[src/rtl/core/c2p_pkg.sv]
`timescale 1ns / 1ps

package c2p_pkg;

    localparam int DATA_WIDTH = 16;
    localparam int ITERATIONS = 16;
    localparam int GUARD_BITS = 16;

    localparam int MAG_W = 16;
    localparam int ANG_W = 16;

    // Rotator coordinates: input width, guard bits, pre-rotation growth and CORDIC gain.
    localparam int CW = DATA_WIDTH + GUARD_BITS + 3;
    // Angle accumulator in units of pi/2^31, with headroom past +-pi.
    localparam int ZW = 33;
    localparam int ANG_SHIFT = 31 - (ANG_W - 1);

    localparam int SQ_W   = 2 * DATA_WIDTH;
    localparam int ROOT_W = DATA_WIDTH;
    localparam int REM_W  = DATA_WIDTH + 3;

    localparam int STAGES = (ITERATIONS > ROOT_W) ? ITERATIONS : ROOT_W;

    localparam logic signed [ZW-1:0] Z_HALF_PI = ZW'(64'sd1 <<< 30);

    localparam logic signed [ANG_W-1:0] ANGLE_ZERO     = '0;
    localparam logic signed [ANG_W-1:0] ANGLE_MAX      = {1'b0, {(ANG_W-1){1'b1}}};
    localparam logic signed [ANG_W-1:0] ANGLE_MIN      = {1'b1, {(ANG_W-1){1'b0}}};
    localparam logic signed [ANG_W-1:0] ANGLE_HALF_PI  = {2'b01, {(ANG_W-2){1'b0}}};
    localparam logic signed [ANG_W-1:0] ANGLE_NHALF_PI = {2'b11, {(ANG_W-2){1'b0}}};

    localparam logic [MAG_W-1:0] MAG_MAX = '1;

    // atan(2^-i) in units of pi/2^31.
    localparam logic [31:0] ATAN_TABLE [32] = '{
        32'h20000000, 32'h12E4051E, 32'h09FB385B, 32'h051111D4,
        32'h028B0D43, 32'h0145D7E1, 32'h00A2F61E, 32'h00517C55,
        32'h0028BE53, 32'h00145F2F, 32'h000A2F98, 32'h000517CC,
        32'h00028BE6, 32'h000145F3, 32'h0000A2F9, 32'h0000517C,
        32'h000028BE, 32'h0000145F, 32'h00000A2F, 32'h00000517,
        32'h0000028B, 32'h00000145, 32'h000000A2, 32'h00000051,
        32'h00000028, 32'h00000014, 32'h0000000A, 32'h00000005,
        32'h00000002, 32'h00000001, 32'h00000000, 32'h00000000
    };

    typedef struct packed {
        logic signed [DATA_WIDTH-1:0] x_coord;
        logic signed [DATA_WIDTH-1:0] y_coord;
    } in_item_t;

    typedef struct packed {
        logic        [MAG_W-1:0] magnitude;
        logic signed [ANG_W-1:0] angle;
    } out_item_t;

    typedef struct packed {
        logic signed [CW-1:0]    cx;
        logic signed [CW-1:0]    cy;
        logic signed [ZW-1:0]    z;
        logic        [SQ_W-1:0]  radicand;
        logic        [ROOT_W-1:0] root;
        logic        [REM_W-1:0] rem;
        logic                    special;
        logic signed [ANG_W-1:0] spec_angle;
    } work_t;

    function automatic logic signed [ZW-1:0] atan_step(input int idx);
        logic [4:0] k;
        k = idx[4:0];
        if (idx < 32) begin
            return ZW'(ATAN_TABLE[k]);
        end
        return '0;
    endfunction

endpackage

[src/rtl/core/c2p_finish.sv]
`timescale 1ns / 1ps

module c2p_finish (
    input  logic                aclk,
    input  logic                aresetn,
    input  logic                in_valid,
    output logic                in_ready,
    input  c2p_pkg::work_t      in_data,
    output logic                out_valid,
    input  logic                out_ready,
    output c2p_pkg::out_item_t  out_data
);

    localparam int RW = c2p_pkg::ROOT_W + 1;

    localparam logic signed [c2p_pkg::ZW-1:0] Z_ROUND = c2p_pkg::ZW'(64'sd1 <<< (c2p_pkg::ANG_SHIFT - 1));
    localparam logic signed [c2p_pkg::ZW-1:0] Z_AMAX  = c2p_pkg::ZW'(c2p_pkg::ANGLE_MAX);
    localparam logic signed [c2p_pkg::ZW-1:0] Z_AMIN  = c2p_pkg::ZW'(c2p_pkg::ANGLE_MIN);

    logic               out_valid_reg;
    c2p_pkg::out_item_t out_data_reg;
    c2p_pkg::out_item_t out_data_next;

    logic [RW-1:0]                 rounded;
    logic signed [c2p_pkg::ZW-1:0] z_round;
    logic signed [c2p_pkg::ZW-1:0] a_wide;

    // The remainder exceeds the root exactly when the true root is at least half a unit above it.
    assign rounded = RW'(in_data.root) +
                     RW'(in_data.rem > c2p_pkg::REM_W'(in_data.root));
    assign z_round = in_data.z + Z_ROUND;
    assign a_wide  = z_round >>> c2p_pkg::ANG_SHIFT;

    always_comb begin
        if (rounded > RW'(c2p_pkg::MAG_MAX)) begin
            out_data_next.magnitude = c2p_pkg::MAG_MAX;
        end else begin
            out_data_next.magnitude = rounded[c2p_pkg::MAG_W-1:0];
        end

        if (in_data.special) begin
            out_data_next.angle = in_data.spec_angle;
        end else if (a_wide > Z_AMAX) begin
            out_data_next.angle = c2p_pkg::ANGLE_MAX;
        end else if (a_wide < Z_AMIN) begin
            out_data_next.angle = c2p_pkg::ANGLE_MIN;
        end else begin
            out_data_next.angle = a_wide[c2p_pkg::ANG_W-1:0];
        end
    end

    assign in_ready = !out_valid_reg || out_ready;

    always_ff @(posedge aclk) begin
        if (!aresetn) begin
            out_valid_reg <= 1'b0;
        end else if (in_ready) begin
            out_valid_reg <= in_valid;
        end
    end

    always_ff @(posedge aclk) begin
        if (in_ready && in_valid) begin
            out_data_reg <= out_data_next;
        end
    end

    assign out_valid = out_valid_reg;
    assign out_data  = out_data_reg;

endmodule

[config.mk]
export PLATFORM = sky130hd
export DESIGN_NAME = c2p_finish
export DESIGN_NICKNAME = d
export VERILOG_FILES = /design/src/rtl/core/c2p_pkg.sv /design/src/rtl/core/c2p_finish.sv
export SDC_FILE = /design/constraint.sdc
export NUM_CORES = 1
export LEC_CHECK = 0
export ABC_CLOCK_PERIOD_IN_PS = 6000
export BUFFER_PORTS_ARGS = -buffer_cell sky130_fd_sc_hd__buf_2
export CORE_AREA = 2 2 88 90
export CTS_CLUSTER_DIAMETER = 30
export CTS_CLUSTER_SIZE = 14
export DETAILED_ROUTE_END_ITERATION = 10
export DIE_AREA = 0 0 90 92
export PLACE_DENSITY_LB_ADDON = 0.25
export SLEW_MARGIN = 0
export SYNTH_ARGS = -nofsm -noshare
export SYNTH_HDL_FRONTEND = slang
export SYNTH_SLANG_ARGS = --single-unit
[constraint.sdc]
create_clock -name aclk -period 6 [get_ports aclk]
set_input_delay 0.3 -clock aclk [delete_from_list [all_inputs] [get_ports aclk]]
set_output_delay 0.3 -clock aclk [all_outputs]
set_load 0.02 [all_outputs]
==> run metrics, run 1 <==
unrepaired setup endpoints after global routing=no; clock tree from TritonCTS=yes; maximum level of the CTS H-tree=2; Reg2Reg Launch Point=out_valid; main area contributors after synthesis=sky130_fd_sc_hd__edfxtp_1 39%, sky130_fd_sc_hd__ha_1 9.7%, sky130_fd_sc_hd__nand2_1 5.5%; starting density of the core=0.329; floorplan die height=92 um; site row count=32; Worst Setup Path Type=input pin to register; clock buffers created by TritonCTS=5; minimum clock period after layout=3160 ps; Rel. slew slack=0.626; Clock transition at path regs=70 ps; Starting DRT DRC Count=74; routed vias/inst=4.96; Tcrit/Tclk final=0.526; half-perimeter wire length after placement=5250 um; RD Place Congestion=0.859; maximum number of buffers from clock root to sink=2; floorplan die area=0.00828 mm2; P_leak=1.45 nW; final setup fails=0; grt total ovfl=0; Synth warnings=0; setup_tns=0 ps; wire length after detailed routing=6470 um; number of input and output port buffers inserted=107; final-layout fill cell count=785; Cell Pwr Density=200 mW/mm2; required time reported for the critical path endpoint=6120 ps; top cell type by total area after synthesis=sky130_fd_sc_hd__edfxtp_1; path type of the worst min-delay path=input pin to register; maximum frequency from static timing analysis=317 MHz; element type at the critical path end=register; post-CTS setup buffers=0; number of violations of the max-capacitance limit=0; All-Layer GR Usage=0.153; Core ar.=0.00745 mm2; worst ir drop on vdd=0.0000799 V; NumNets Final=576; vias in the first global route=2134; clock sink count=33; result of the run=completed; horizontal extent of the die=90 um; Diodes inserted=0; Hold Crit Start=aresetn; total count of max-transition violations in the final report=0; register bit count reported by yosys=33; Top Ports=225; total vias in the final route=2326; arrival time of the worst setup path=3280 ps; dominant synthesized flop cell=sky130_fd_sc_hd__edfxtp_1; cts-stage hold buffer count=0; async set-or-reset flop fraction in the synthesized netlist=0; first-pass GRT wire length=10100 um; largest net degree at the start of global routing=33; Clk Tree Root Cell=sky130_fd_sc_hd__clkbuf_8; filler-free cell count of the finished design=469; number of enable-type register cells in the synthesized netlist=32; wire per inst=13.8 um; placed cell count=461; number of antenna violations at the first check in global routing=0; total chip power=0.000644 W; flip-flop count of the largest register, all copies and words added=32; latest clock arrival within the worst-skew pair=280 ps; average cell area after synthesis=9.54 um2; distinct cell type count after synthesis=48; signed area change from the synthesized netlist to the final layout=31.1%; Clock Skews=8.35 ps; crit path launch type=input pin; Post-Syn Nets=467; share of final-layout standard cells stronger than drive strength 1=0.346; remaining routing DRC violations=0; Worst Tran Pin Value=560 ps; CP Launch Point=in_data[41]; final hold viol count=0; Synth top cells by count=36 x sky130_fd_sc_hd__nand2_1, 32 x sky130_fd_sc_hd__edfxtp_1, 21 x sky130_fd_sc_hd__inv_1; largest fanout on the critical path=13; Cells after Synth=257; combined area of all synthesized cells=0.00245 mm2; remaining antenna violation count=0; detailed-routing iteration count for the pre-antenna-repair pass=5; sequential area share after synthesis=0.400; fraction of synthesized cell area taken by the top area cell type=0.392; post-cts gate resize count=0; dominant cell by count in the synthesized netlist=sky130_fd_sc_hd__nand2_1
[metal layers]
layer  vias up  share of wire  global-route usage  routed length [um]
met2       105           0.47               0.263                3030
met3         8          0.092              0.0468                 594
met1      1038           0.43               0.186                2760
li1       1175              -                   -                   -
met5         -              0                   0                   0
met4         0          0.012              0.0449                  80
[layout make-up]
cell class                 instances  area (um2)  share of cell area
sequential                        33         981               0.305
tap                              102         128              0.0397
clock inverter                     1        30.0             0.00934
timing repair buffer             108         543               0.169
clock buffer                       7        86.3              0.0269
inverter                          21        78.8              0.0245
multi-input combinational        197        1370               0.425
[report_power, final]
group | internal [W] | switching [W] | total (W) | leakage, nW
clock network | 0.000135 | 0.0000824 | 0.000218 | 0.0585
logic | 0.0000596 | 0.0000879 | 0.000148 | 1.07
registers | 0.000274 | 0.00000431 | 0.000278 | 0.318
[cell families (layout without fill, tap and decap cells)]
kind of cell | count (synthesis) | in the layout | share of synthesized area
muxes | 1 | 1 | 0.00408
xor gates and xnor gates | 23 | 23 | 0.0821
and+or+nand+nor | 104 | 104 | 0.223
adders and majority gates | 19 | 19 | 0.0969
buffers and inverters | 27 | 137 | 0.0423
AOI/OAI and AO/OA | 50 | 50 | 0.151
DFF | 33 | 33 | 0.400
[path summary, 6_finish.rpt]
kind	cells after the start	end	slack, ps
worst max-delay path	13	out_data[16]	2840
worst min-delay path	2	out_valid	270
worst max register to register	3	out_data[11]	4760
worst min register to register	2	out_valid	530
[cells in the final DEF (no fill, tap or decap), types with 7 or more instances in the layout]
cell type and count:
sky130_fd_sc_hd__o211ai_1 7, sky130_fd_sc_hd__inv_1 21, sky130_fd_sc_hd__nor2_1 11, sky130_fd_sc_hd__nor3_1 9, sky130_fd_sc_hd__xor2_1 9, sky130_fd_sc_hd__nand2_1 36
sky130_fd_sc_hd__xnor2_1 14, sky130_fd_sc_hd__a21oi_1 8, sky130_fd_sc_hd__nand3_1 17, sky130_fd_sc_hd__o21ai_0 7, sky130_fd_sc_hd__ha_1 19, sky130_fd_sc_hd__edfxtp_1 32
sky130_fd_sc_hd__buf_2 107
[critical path, cell delays in order]
cell and delay, ps:
sky130_fd_sc_hd__buf_2 110, sky130_fd_sc_hd__inv_1 70, sky130_fd_sc_hd__ha_1 290, sky130_fd_sc_hd__nand4_1 120, sky130_fd_sc_hd__o21bai_1 180, sky130_fd_sc_hd__a31o_2 240
sky130_fd_sc_hd__a21oi_1 130, sky130_fd_sc_hd__ha_1 230, sky130_fd_sc_hd__ha_1 230, sky130_fd_sc_hd__nand3_1 140, sky130_fd_sc_hd__nor3_1 440, sky130_fd_sc_hd__nand4_1 540
sky130_fd_sc_hd__nand2b_1 270
[metrics by stage]
stage	util	cell area [um2]	hold slack, ps	setup slack [ps]
finish	0.432	3210	270	2840
global placement	0.416	3100	501	2500
global route	0.432	3210	270	2490
floorplan	-	2450	439	3230
CTS	0.432	3210	259	2810
detailed placement	0.416	3100	521	2520
No activity file was read; power rests on OpenSTA's default activity.
==> run 2, diff against run 1 <==
--- a/config.mk
+++ b/config.mk
@@ -5,13 +5,14 @@
 export SDC_FILE = /design/constraint.sdc
 export NUM_CORES = 1
 export LEC_CHECK = 0
-export ABC_CLOCK_PERIOD_IN_PS = 6000
+export ABC_CLOCK_PERIOD_IN_PS = 2600
 export BUFFER_PORTS_ARGS = -buffer_cell sky130_fd_sc_hd__buf_2
-export CORE_AREA = 2 2 88 90
+export CORE_ASPECT_RATIO = 1.5
+export CORE_MARGIN = 2
+export CORE_UTILIZATION = 34
 export CTS_CLUSTER_DIAMETER = 30
 export CTS_CLUSTER_SIZE = 14
 export DETAILED_ROUTE_END_ITERATION = 10
-export DIE_AREA = 0 0 90 92
 export PLACE_DENSITY_LB_ADDON = 0.25
 export SLEW_MARGIN = 0
 export SYNTH_ARGS = -nofsm -noshare
==> constraint.sdc (replaced) <==
create_clock -name aclk -period 2.6 [get_ports aclk]
set_input_delay 0.13 -clock aclk [delete_from_list [all_inputs] [get_ports aclk]]
set_output_delay 0.13 -clock aclk [all_outputs]
set_load 0.02 [all_outputs]
==> run 2 against run 1 <==
Via count grew 6.7%; global-route usage grew 2.8 points; core utilization grew 6.2 points; clock power grew 83%; worst setup slack lost 2600 ps; wire length grew 9.6%; combinational power grew to 2.6 times the previous value; critical endpoint is now out_data[24]; sequential power grew 130%; final cell count grew 1.5%; register-to-register slack lost 3400 ps.
==> run metrics, run 2 (synthesis gave the netlist of run 1 again) <==
element type at the critical path end=register; first-pass GRT wire length=11000 um (+8.6%); clock buffers created by TritonCTS=5 (unchanged); Worst Setup Path Type=input pin to register; setup_tns=0 ps (unchanged); vias in the first global route=2437 (+14%); largest net degree at the start of global routing=33 (unchanged); final hold viol count=0 (unchanged); result of the run=completed; length in cells of the worst reg-to-reg path=3 (unchanged); site row count=37 (+16%); filler-free cell count of the finished design=476 (+1.5%); wire per inst=14.9 um (+8.0%); Cell Pwr Density=414 mW/mm2 (+110%); Rel. slew slack=0.681 (+0.0552); Starting DRT DRC Count=95 (+28%); setup slack on the worst flop-to-flop path=1340 ps (-3420 ps); Top Ports=225 (unchanged); remaining routing DRC violations=0 (unchanged); cts-stage hold buffer count=0 (unchanged); Reg2Reg Launch Point=out_valid; met2 Track Usage GR=0.325 (+0.0624); worst ir drop on vdd=0.000156 V (+95%); largest fanout on the critical path=3 (-10); met3 track demand over resource=0.0662 (+0.0193); Clk Tree Root Cell=sky130_fd_sc_hd__clkbuf_8; floorplan die height=108 um (+17%); worst hold path endpoint=out_valid; P_leak=1.59 nW (+9.8%); post-cts gate resize count=0 (unchanged); unrepaired setup endpoints after global routing=no; Setup Slack @ Placement=-119 ps (-2640 ps); horizontal extent of the die=73.3 um (-19%); placed cell count=468 (+1.5%); commonest non-fill, non-tap cells in the layout=107 x sky130_fd_sc_hd__buf_2, 36 x sky130_fd_sc_hd__nand2_1, 32 x sky130_fd_sc_hd__edfxtp_1; minimum clock period after layout=2380 ps; Clock Skews=6.91 ps (-1.44 ps); All-Layer GR Usage=0.181 (+0.0280); total count of max-transition violations in the final report=0 (unchanged); total vias in the final route=2483 (+6.7%); Core ar.=0.00694 mm2 (-6.8%); total chip power=0.00142 W (+120%); Diodes inserted=0 (unchanged); signed area change from the synthesized netlist to the final layout=39.9%; clock sink count=33 (unchanged); grt total ovfl=0 (unchanged); NumNets Final=607 (+5.4%); final-layout fill cell count=673 (-14%); Tcrit/Tclk final=0.914; required time reported for the critical path endpoint=2640 ps (-3480 ps); routed vias/inst=5.22 (+5.2%); Clock transition at path regs=70 ps (about the same); latest clock arrival within the worst-skew pair=280 ps (about the same); number of antenna violations at the first check in global routing=1 (+1); detailed-routing iteration count for the pre-antenna-repair pass=4 (-1); Hold Worst Slack=106 ps (-164 ps); arrival time of the worst setup path=2410 ps (-870 ps); number of input and output port buffers inserted=107 (unchanged); maximum number of buffers from clock root to sink=2 (unchanged); leading cell type in the layout, fill and taps excluded=sky130_fd_sc_hd__buf_2; path type of the worst min-delay path=input pin to register; RD Place Congestion=0.892 (+3.8%); gr busiest metal=met2; maximum level of the CTS H-tree=2 (unchanged); share of final-layout standard cells stronger than drive strength 1=0.412 (+0.0660); least setup slack across all paths after layout=223 ps (-2620 ps); maximum frequency from static timing analysis=421 MHz; wire length after detailed routing=7090 um (+9.6%); clock tree from TritonCTS=yes; starting density of the core=0.353 (+0.0239); Worst Tran Pin Value=478 ps (-81.1 ps); floorplan die area=0.00792 mm2 (-4.3%); GR met1 Demand/Resource=0.191 (+0.00434); Reg2Reg Capture Point=out_data[14]; half-perimeter wire length after placement=5740 um (+9.3%); number of violations of the max-capacitance limit=0 (unchanged); Hold Crit Start=in_valid; crit path launch type=input pin; remaining antenna violation count=0 (unchanged); cell count of the worst hold path=3 (+1); flip-flop count of the largest register, all copies and words added=32 (unchanged); post-CTS setup buffers=0 (unchanged); final setup fails=0 (unchanged)
-- run 2: cell type report --
type / count / area (um2) / area share
multi-input cells: 197 / 1400 / 0.407
well taps: 78 / 97.6 / 0.0284
inverters: 21 / 78.8 / 0.0230
clock buffers: 8 / 90.1 / 0.0263
flip-flops and latches: 33 / 981 / 0.286
repair buffers: 139 / 788 / 0.230
-- run 2: critical path, cell delays in order --
cell and delay [ps]:
sky130_fd_sc_hd__buf_2 90, sky130_fd_sc_hd__inv_1 50, sky130_fd_sc_hd__ha_1 280, sky130_fd_sc_hd__a21o_1 160, sky130_fd_sc_hd__a21oi_1 150, sky130_fd_sc_hd__o211ai_1 140, sky130_fd_sc_hd__a211oi_1 330, sky130_fd_sc_hd__a21oi_2 100
sky130_fd_sc_hd__ha_2 210, sky130_fd_sc_hd__ha_2 190, sky130_fd_sc_hd__nand3_2 110, sky130_fd_sc_hd__nor2_2 60, sky130_fd_sc_hd__buf_4 140, sky130_fd_sc_hd__nand2_1 80, sky130_fd_sc_hd__xnor2_1 130, sky130_fd_sc_hd__nand2_1 80
-- run 2: metal layers --
layer / vias up / wire [um]
met3: 10 / 688
met1: 1136 / 2660
li1: 1229 / -
met2: 106 / 3600
met5: - / 11
met4: 2 / 125
-- run 2: how the worst max path moves through the flow --
stage	depth (start not counted)	start	endpoint
3_5_place_dp	15	in_data[37]	out_data[19]
4_1_cts	15	in_data[37]	out_data[22]
5_1_grt	15	in_data[37]	out_data[28]
6_report	16	in_data[48]	out_data[24]
3_3_place_gp	14	in_data[42]	out_data[28]
2_1_floorplan	14	in_data[49]	out_data[22]
-- run 2: power by group --
part | switching [W] | internal, W
sequential | 0.00000949 | 0.000632
clock | 0.000183 | 0.000216
combinational | 0.000216 | 0.000164
total | 0.000409 | 0.00101
-- run 2: metrics by stage --
step / utilization / cell area, um2
finish: 0.494 / 3430
global route: 0.494 / 3430
CTS: 0.490 / 3400
detailed placement: 0.477 / 3310
global placement: 0.477 / 3310
floorplan: - / 2450
