===== src/rtl/core/c2p_pkg.sv =====
`timescale 1ns / 1ps

package c2p_pkg;

    localparam int DATA_WIDTH = 16;
    localparam int ITERATIONS = 16;
    localparam int GUARD_BITS = 16;

    localparam int MAG_W = 16;
    localparam int ANG_W = 16;

    // Rotator coordinates: input width, guard bits, pre-rotation growth and CORDIC gain.
    localparam int CW = DATA_WIDTH + GUARD_BITS + 3;
    // Angle accumulator in units of pi/2^31, with headroom past +-pi.
    localparam int ZW = 33;
    localparam int ANG_SHIFT = 31 - (ANG_W - 1);

    localparam int SQ_W   = 2 * DATA_WIDTH;
    localparam int ROOT_W = DATA_WIDTH;
    localparam int REM_W  = DATA_WIDTH + 3;

    localparam int STAGES = (ITERATIONS > ROOT_W) ? ITERATIONS : ROOT_W;

    localparam logic signed [ZW-1:0] Z_HALF_PI = ZW'(64'sd1 <<< 30);

    localparam logic signed [ANG_W-1:0] ANGLE_ZERO     = '0;
    localparam logic signed [ANG_W-1:0] ANGLE_MAX      = {1'b0, {(ANG_W-1){1'b1}}};
    localparam logic signed [ANG_W-1:0] ANGLE_MIN      = {1'b1, {(ANG_W-1){1'b0}}};
    localparam logic signed [ANG_W-1:0] ANGLE_HALF_PI  = {2'b01, {(ANG_W-2){1'b0}}};
    localparam logic signed [ANG_W-1:0] ANGLE_NHALF_PI = {2'b11, {(ANG_W-2){1'b0}}};

    localparam logic [MAG_W-1:0] MAG_MAX = '1;

    // atan(2^-i) in units of pi/2^31.
    localparam logic [31:0] ATAN_TABLE [32] = '{
        32'h20000000, 32'h12E4051E, 32'h09FB385B, 32'h051111D4,
        32'h028B0D43, 32'h0145D7E1, 32'h00A2F61E, 32'h00517C55,
        32'h0028BE53, 32'h00145F2F, 32'h000A2F98, 32'h000517CC,
        32'h00028BE6, 32'h000145F3, 32'h0000A2F9, 32'h0000517C,
        32'h000028BE, 32'h0000145F, 32'h00000A2F, 32'h00000517,
        32'h0000028B, 32'h00000145, 32'h000000A2, 32'h00000051,
        32'h00000028, 32'h00000014, 32'h0000000A, 32'h00000005,
        32'h00000002, 32'h00000001, 32'h00000000, 32'h00000000
    };

    typedef struct packed {
        logic signed [DATA_WIDTH-1:0] x_coord;
        logic signed [DATA_WIDTH-1:0] y_coord;
    } in_item_t;

    typedef struct packed {
        logic        [MAG_W-1:0] magnitude;
        logic signed [ANG_W-1:0] angle;
    } out_item_t;

    typedef struct packed {
        logic signed [CW-1:0]    cx;
        logic signed [CW-1:0]    cy;
        logic signed [ZW-1:0]    z;
        logic        [SQ_W-1:0]  radicand;
        logic        [ROOT_W-1:0] root;
        logic        [REM_W-1:0] rem;
        logic                    special;
        logic signed [ANG_W-1:0] spec_angle;
    } work_t;

    function automatic logic signed [ZW-1:0] atan_step(input int idx);
        logic [4:0] k;
        k = idx[4:0];
        if (idx < 32) begin
            return ZW'(ATAN_TABLE[k]);
        end
        return '0;
    endfunction

endpackage


===== src/rtl/core/c2p_prep.sv =====
`timescale 1ns / 1ps

module c2p_prep (
    input  logic               aclk,
    input  logic               aresetn,
    input  logic               in_valid,
    output logic               in_ready,
    input  c2p_pkg::in_item_t  in_data,
    output logic               out_valid,
    input  logic               out_ready,
    output c2p_pkg::work_t     out_data
);

    typedef struct packed {
        logic signed [c2p_pkg::CW-1:0]    cx;
        logic signed [c2p_pkg::CW-1:0]    cy;
        logic signed [c2p_pkg::ZW-1:0]    z;
        logic        [c2p_pkg::SQ_W-1:0]  sq_x;
        logic        [c2p_pkg::SQ_W-1:0]  sq_y;
        logic                             special;
        logic signed [c2p_pkg::ANG_W-1:0] spec_angle;
    } prep_t;

    localparam int EXT_W = c2p_pkg::CW - c2p_pkg::DATA_WIDTH;
    localparam int KEEP_W = c2p_pkg::CW - c2p_pkg::GUARD_BITS;

    logic  a_valid_reg;
    prep_t a_data_reg;
    prep_t a_data_next;
    logic  a_ready;

    logic           b_valid_reg;
    c2p_pkg::work_t b_data_reg;
    c2p_pkg::work_t b_data_next;
    logic           b_ready;

    logic signed [c2p_pkg::CW-1:0]   xe;
    logic signed [c2p_pkg::CW-1:0]   ye;
    logic signed [c2p_pkg::CW-1:0]   rx;
    logic signed [c2p_pkg::CW-1:0]   ry;
    logic signed [c2p_pkg::SQ_W-1:0] prod_x;
    logic signed [c2p_pkg::SQ_W-1:0] prod_y;
    logic                            x_zero;
    logic                            y_zero;

    assign xe = {{EXT_W{in_data.x_coord[c2p_pkg::DATA_WIDTH-1]}}, in_data.x_coord};
    assign ye = {{EXT_W{in_data.y_coord[c2p_pkg::DATA_WIDTH-1]}}, in_data.y_coord};
    assign prod_x = in_data.x_coord * in_data.x_coord;
    assign prod_y = in_data.y_coord * in_data.y_coord;
    assign x_zero = (in_data.x_coord == '0);
    assign y_zero = (in_data.y_coord == '0);

    // Left half plane points are turned by a quarter turn so the rotator starts with x >= 0.
    always_comb begin
        rx = xe;
        ry = ye;
        a_data_next.z = '0;
        if (in_data.x_coord[c2p_pkg::DATA_WIDTH-1]) begin
            if (!in_data.y_coord[c2p_pkg::DATA_WIDTH-1]) begin
                rx = ye;
                ry = -xe;
                a_data_next.z = c2p_pkg::Z_HALF_PI;
            end else begin
                rx = -ye;
                ry = xe;
                a_data_next.z = -c2p_pkg::Z_HALF_PI;
            end
        end
        a_data_next.cx = {rx[KEEP_W-1:0], {c2p_pkg::GUARD_BITS{1'b0}}};
        a_data_next.cy = {ry[KEEP_W-1:0], {c2p_pkg::GUARD_BITS{1'b0}}};
        a_data_next.sq_x = $unsigned(prod_x);
        a_data_next.sq_y = $unsigned(prod_y);
        a_data_next.special = x_zero || y_zero;
        if (x_zero && y_zero) begin
            a_data_next.spec_angle = c2p_pkg::ANGLE_ZERO;
        end else if (y_zero) begin
            a_data_next.spec_angle = in_data.x_coord[c2p_pkg::DATA_WIDTH-1] ?
                                     c2p_pkg::ANGLE_MAX : c2p_pkg::ANGLE_ZERO;
        end else begin
            a_data_next.spec_angle = in_data.y_coord[c2p_pkg::DATA_WIDTH-1] ?
                                     c2p_pkg::ANGLE_NHALF_PI : c2p_pkg::ANGLE_HALF_PI;
        end
    end

    always_comb begin
        b_data_next.cx         = a_data_reg.cx;
        b_data_next.cy         = a_data_reg.cy;
        b_data_next.z          = a_data_reg.z;
        b_data_next.radicand   = a_data_reg.sq_x + a_data_reg.sq_y;
        b_data_next.root       = '0;
        b_data_next.rem        = '0;
        b_data_next.special    = a_data_reg.special;
        b_data_next.spec_angle = a_data_reg.spec_angle;
    end

    assign a_ready  = !a_valid_reg || b_ready;
    assign b_ready  = !b_valid_reg || out_ready;
    assign in_ready = a_ready;

    always_ff @(posedge aclk) begin
        if (!aresetn) begin
            a_valid_reg <= 1'b0;
            b_valid_reg <= 1'b0;
        end else begin
            if (a_ready) begin
                a_valid_reg <= in_valid;
            end
            if (b_ready) begin
                b_valid_reg <= a_valid_reg;
            end
        end
    end

    always_ff @(posedge aclk) begin
        if (a_ready && in_valid) begin
            a_data_reg <= a_data_next;
        end
        if (b_ready && a_valid_reg) begin
            b_data_reg <= b_data_next;
        end
    end

    assign out_valid = b_valid_reg;
    assign out_data  = b_data_reg;

endmodule


===== config.mk =====
export PLATFORM = sky130hd
export DESIGN_NAME = c2p_prep
export DESIGN_NICKNAME = d
export VERILOG_FILES = /design/src/rtl/core/c2p_pkg.sv /design/src/rtl/core/c2p_prep.sv
export SDC_FILE = /design/constraint.sdc
export NUM_CORES = 1
export LEC_CHECK = 0
export BUFFER_PORTS_ARGS = -buffer_cell sky130_fd_sc_hd__buf_4
export CELL_PAD_IN_SITES_DETAIL_PLACEMENT = 1
export CELL_PAD_IN_SITES_GLOBAL_PLACEMENT = 1
export CORE_MARGIN = 8
export CORE_UTILIZATION = 45
export DETAILED_ROUTE_END_ITERATION = 8
export PLACE_DENSITY_LB_ADDON = 0.08
export RECOVER_POWER = 50
export SYNTH_ARGS = -nofsm -noshare
export SYNTH_HDL_FRONTEND = slang
export SYNTH_SLANG_ARGS = --single-unit
export TNS_END_PERCENT = 5

===== constraint.sdc =====
create_clock -name aclk -period 13.1 [get_ports aclk]
set_input_delay 0.655 -clock aclk [delete_from_list [all_inputs] [get_ports aclk]]
set_output_delay 0.655 -clock aclk [all_outputs]
set_load 0.02 [all_outputs]

==> results of run 1 <==
## how the worst max path moves through the flow
stage	cells after the start	to	start
after floorplan	22	a_data_reg[48]$_DFFE_PP_	in_data[15]
after detailed placement	20	a_data_reg[79]$_DFFE_PP_	in_data[31]
after CTS	20	a_data_reg[79]$_DFFE_PP_	in_data[31]
after global routing	21	a_data_reg[79]$_DFFE_PP_	in_data[31]
final	21	a_data_reg[79]$_DFFE_PP_	in_data[31]
after global placement	20	a_data_reg[79]$_DFFE_PP_	in_data[31]
## through the flow
step / cells / instance area, um^2 / worst slack, ns / util, %
6_report: 3521 / 28300 / 3.88 / 48.0
4_1_cts: 3521 / 28600 / 5.59 / 48.6
5_1_grt: 3521 / 28300 / 3.30 / 48.0
3_5_place_dp: 3489 / 28000 / 5.10 / 47.5
3_3_place_gp: 3489 / 28000 / 5.42 / 47.5
2_1_floorplan: 2772 / 27100 / 5.91 / -
## cells in the final DEF, fill, tap and decap left out, types with 5 or more instances in the layout
master / netlist / routed
a211oi_1: 11 / 11
a21o_1: 40 / 40
a21oi_1: 103 / 103
a31o_2: 5 / 5
a31oi_1: 11 / 11
a41o_1: 6 / 6
and2_1: 63 / 62
and3_1: 14 / 14
buf_4: 111 / 50
clkbuf_1: 70 / 84
clkbuf_16: 0 / 17
clkinv_1: 7 / 7
conb_1: 1 / 100
edfxtp_1: 182 / 182
fa_1: 468 / 468
ha_1: 219 / 219
inv_1: 655 / 655
nand2_1: 186 / 186
nand2b_1: 15 / 15
nand3_1: 22 / 22
nor2_1: 149 / 149
nor2b_1: 12 / 12
nor3_1: 19 / 19
o211ai_1: 8 / 8
o21a_1: 13 / 13
o21ai_0: 39 / 39
o21bai_1: 16 / 16
xnor2_1: 112 / 112
xor2_1: 27 / 27
## critical path, stage by stage
cell and delay, ns:
clkbuf_1 1.20, clkbuf_1 1.73, nand2_1 0.32, inv_1 0.25, fa_1 0.44, fa_1 0.55, fa_1 0.46, fa_1 0.50
fa_1 0.50, inv_1 0.05, fa_1 0.47, inv_1 0.04, ha_1 0.34, a21o_1 0.20, a21o_1 0.18, a21oi_1 0.15
o21ai_0 0.11, a41oi_1 0.42, o21ai_0 0.28, a311oi_1 0.39, xnor2_1 0.12
## cell families (layout without fill, tap and decap cells)
family / Yosys count / in the layout / synth area share (%)
mux: 5 / 5 / 0.192
fa+ha+maj: 687 / 687 / 45.2
other cells: 1 / 100 / 0.0140
xor+xnor: 139 / 139 / 4.55
flops: 184 / 184 / 20.6
simple gates: 510 / 510 / 8.76
compound gates: 292 / 292 / 7.13
buf+inv: 855 / 831 / 13.6
## per-layer routing
layer,part of all wire (%),GRT usage [%],up-vias
met5,0,0,-
met3,4.4,2.99,87
met1,43,28.2,9322
met2,50,38.2,354
met4,2.6,6.42,0
li1,-,-,8147
## layout make-up
| class | count | area, um^2 | share of cell area (%) |
|---|---|---|---|
| Sequential cell | 184 | 5510 | 19.5 |
| Inverter | 664 | 2490 | 8.81 |
| Clock inverter | 15 | 184 | 0.650 |
| Timing Repair Buffer | 135 | 698 | 2.47 |
| Clock buffer | 17 | 425 | 1.50 |
| Multi-Input combinational cell | 1733 | 18000 | 63.7 |
| Tap cell | 773 | 967 | 3.42 |
==> reports/qor.yml, run 1 <==
viasPerCell: 5.09
endpoint_kind: "register"
synth_ff_type: "edfxtp_1"
min_path_type: "primary input to register"
ys_ff_latch: 184
ctsResizeCount: 0
min_from: "aresetn"
grt_pass1_vias: 20500
drc: 0
coreArea_um2: 58900
synthCells: 2673
diodes: 0
die-height_um: 260
status: "finished with violations"
ys_top_cells_by_count: "655 x inv_1, 468 x fa_1, 219 x ha_1"
htree_levels: 4
clock.fmax_ghz: 0.108
cts_tree: "done"
rr_endpoint: "out_data[74]$_DFFE_PP_"
cts_root_buf: "clkbuf_16"
violations: "max-capacitance violations, max-slew violations"
cts_sinks: 184
cp-start-kind: "primary input"
vias: 17900
first_pass_iters: 5
r2r_setup_slack_ns: 8.58
die_w_um: 260
tightest_slew_ns: 4.23
largest_reg_flops: 106
cts_setup_buffers: 0
synth_top_cell_by_area: "fa_1"
crit_arrival_ns: 9.43
area_growth_pct: 5.61
cts_buffers: 17
rows: 89
period_share_pct: 70.4
die_area_um2: 67600
ctsLongestPathBuffers: 2
grt_max_degree: 72
postSynthAreaPerCell_um2: 10.0
synth_top_area_share_pct: 35.0
ys_top_cells_by_area: "fa_1 35%, edfxtp_1 20%, ha_1 10%"
crit_path_max_fanout: 51
port-buffer-count: 127
cap_violations: 5
ios: 225
grt_util_all_layers_pct: 21.9
fillers: 6656
holdPathEnd: "out_valid$_SDFFE_PN0P_"
final-setup-viol-count: 0
finalClockSkew_ns: 0.0199
whs_path_depth: 2
synth_area_um2: 26800
hold_viol_final: 0
clk_pin_slew_worst_paths_ns: 0.08
required_ns: 13.31
post_drt_wl_per_cell_um: 20.3
ant_nets: 0
antenna_found_initial: 0
holdWs_ns: 0.390
routed_wl_um: 71500
hpwl_um: 57400
nets: 3458
cts_hold_buf: 0
grt_overflow: 0
fin_tns_setup_ns: 0
drive_gt1_share_pct: 3.86
finalCriticalPeriod_ns: 9.22
synth_most_common_cell: "inv_1"
synth.yosys.seq_area_share_pct: 20.6
crit_type: "primary input to register"
rsz0062_at_grt: "false"
yosysWarnings: 0
grt_first_pass_wirelength_um: 113000
r2r_cells: 3
slew-limit-headroom_pct: -182
drtIter0Drc: 834
place.gp.congestion: 0.843
slew_viol_final: 239
clkLatencyLatePin_ns: 0.48
postSynth.asyncResetShare_pct: 0
r2r_start: "out_valid$_SDFFE_PN0P_"
synth_cell_types: 72
start_util_pct: 45.5
synth_edf_count: 182
Power of run 1 is left out: the tool's default activity adds up to more than one toggle a clock period on the data nets, which glitch-free logic cannot reach.
==> run 2: changes to the inputs <==
==> constraint.sdc (replaced) <==
create_clock -name aclk -period 9.2 [get_ports aclk]
set_input_delay 0.46 -clock aclk [delete_from_list [all_inputs] [get_ports aclk]]
set_output_delay 0.46 -clock aclk [all_outputs]
set_load 0.02 [all_outputs]
==> reports/qor.yml, run 2 (synthesized netlist as in run 1, its figures left out) <==
crit_type: "primary input to register"
finalCriticalPeriod_ns: 7.46
r2r_cells: 3  # unchanged
min_path_type: "primary input to register"
die-height_um: 260  # unchanged
clk_pin_slew_worst_paths_ns: 0.08  # about the same
critical-path-max-stage-delay_ns: 0.90  # -0.83 ns
cts_hold_buf: 0  # unchanged
status: "finished with violations"
slew_viol_final: 121  # -49%
crit_arrival_ns: 7.68  # -1.75 ns
area_growth_pct: 5.36
start_util_pct: 45.5  # unchanged
cts_buffers: 17  # unchanged
holdWs_ns: 0.196  # -0.194 ns
vias: 17900  # +0.18%
crit_path_max_fanout: 47  # -7.8%
violations: "max-capacitance violations, max-slew violations"
die_area_um2: 67600  # unchanged
finalClockSkew_ns: 0.0118  # -0.00804 ns
grt_overflow: 0  # unchanged
grt_util_all_layers_pct: 21.9  # -0.023 points
routed_wl_um: 71500  # about the same
cp.depth: 20  # -4.8%
final-setup-viol-count: 0  # unchanged
fillers: 6651  # -0.075%
drive_gt1_share_pct: 3.42  # -0.44 points
grt_first_pass_wirelength_um: 114000  # +0.21%
grt_pass1_vias: 20700  # +0.91%
ios: 225  # unchanged
grt_use_met2_pct: 38.3  # +0.14 points
slew-limit-headroom_pct: -201  # -19 points
port-buffer-count: 127  # unchanged
hpwl_um: 57000  # -0.71%
whs_path_depth: 2  # unchanged
top_usage_layer: "met2"
clkLatencyLatePin_ns: 0.47  # about the same
layout_setup_ws_ns: 1.74  # -2.14 ns
htree_levels: 4  # unchanged
diodes: 0  # unchanged
cts_sinks: 184  # unchanged
cts_tree: "done"
ctsLongestPathBuffers: 2  # unchanged
ant_nets: 0  # unchanged
required_ns: 9.42  # -3.89 ns
antenna_found_initial: 1  # +1
place_ws_ns: 1.25  # -3.85 ns
cp_cell_sequence: "buf_4 -> inv_1 -> nor2_1 -> fa_1 -> fa_1 -> fa_1 -> fa_1 -> fa_1 -> inv_1 -> fa_1 -> inv_1 -> ha_1 -> a21o_1 -> a21o_1 -> a21oi_1 -> o21ai_0 -> or3_1 -> a31oi_1 -> nor2_1 -> a311o_1"
layout_common_cells: "655 x inv_1, 468 x fa_1, 219 x ha_1"
slowest_stage: "fa_1"
drtIter0Drc: 764  # -8.4%
cap_violations: 2  # -3
path_common_cell: "fa_1"
met1_usage_pct: 27.3  # -0.84 points
die_w_um: 260  # unchanged
r2r_setup_slack_ns: 4.84  # -3.74 ns
cts_root_buf: "clkbuf_16"
endpoint_kind: "register"
rows: 89  # unchanged
drc: 0  # unchanged
cpLargestDelayFamily: "adder cells"
hold_viol_final: 0  # unchanged
tightest_slew_ns: 4.51  # +0.280 ns
clock.fmax_ghz: 0.134
rsz0062_at_grt: "false"
largest_reg_flops: 106  # unchanged
period_share_pct: 81.1
cp-start-kind: "primary input"
critPathBufInv: 4  # -1
first_pass_iters: 5  # unchanged
layout_commonest_cell: "inv_1"
ctsResizeCount: 0  # unchanged
fin_util_pct: 47.9  # -0.11 points
place.gp.congestion: 0.869  # +3.1%
cts_setup_buffers: 0  # unchanged
nets: 3457  # -0.029%
coreArea_um2: 58900  # unchanged
post_drt_wl_per_cell_um: 20.3  # +0.12%
fin_tns_setup_ns: 0  # unchanged
grt_use_met3_pct: 3.57  # +0.57 points
grt_max_degree: 81  # +13%
viasPerCell: 5.10  # +0.21%
[run 2: changes by cell type in the layout (fill, tap and decap cells not counted)]
| cell | delta |
|---|---|
| clkinv_4 | -1 |
| nor2b_1 | -1 |
| clkinv_1 | +1 |
| clkinv_2 | -3 |
| bufinv_16 | -2 |
| clkinvlp_4 | +2 |
| buf_4 | -11 |
| clkbuf_4 | -1 |
| clkinv_8 | +2 |
| clkbuf_1 | +11 |
| inv_6 | +2 |
| nor2b_4 | +1 |
| inv_8 | -1 |
[run 2: cell type report]
cell class | instances | area [um^2] | share of cell area [%]
sequential | 184 | 5510 | 19.5
timing repair buffer | 134 | 649 | 2.30
clock inverter | 15 | 158 | 0.559
inverter | 664 | 2490 | 8.83
clock buffer | 17 | 425 | 1.51
tap | 773 | 967 | 3.43
multi-input combinational | 1733 | 18000 | 63.9
[run 2: stage by stage]
step / area [um^2] / instances
after CTS: 28600 / 3520
after global placement: 28000 / 3488
after floorplan: 27100 / 2772
final: 28200 / 3520
after detailed placement: 28000 / 3488
after global routing: 28200 / 3520
[run 2: worst paths after layout]
check	endpoint	from
worst min register to register	out_data[146]$_DFFE_PP_	a_data_reg[143]$_DFFE_PP_
worst max-delay path	a_data_reg[48]$_DFFE_PP_	in_data[15]
worst max register to register	out_data[115]$_DFFE_PP_	out_valid$_SDFFE_PN0P_
worst min-delay path	out_valid$_SDFFE_PN0P_	aresetn
[run 2: per-layer routing]
layer,routed length [um],vias to the layer above,part of all wire [%]
li1,-,8133,-
met2,36100,371,50
met5,12,-,0.017
met1,29900,9329,42
met4,2210,2,3.1
met3,3300,108,4.6
Power of run 2 is left out for the same reason.
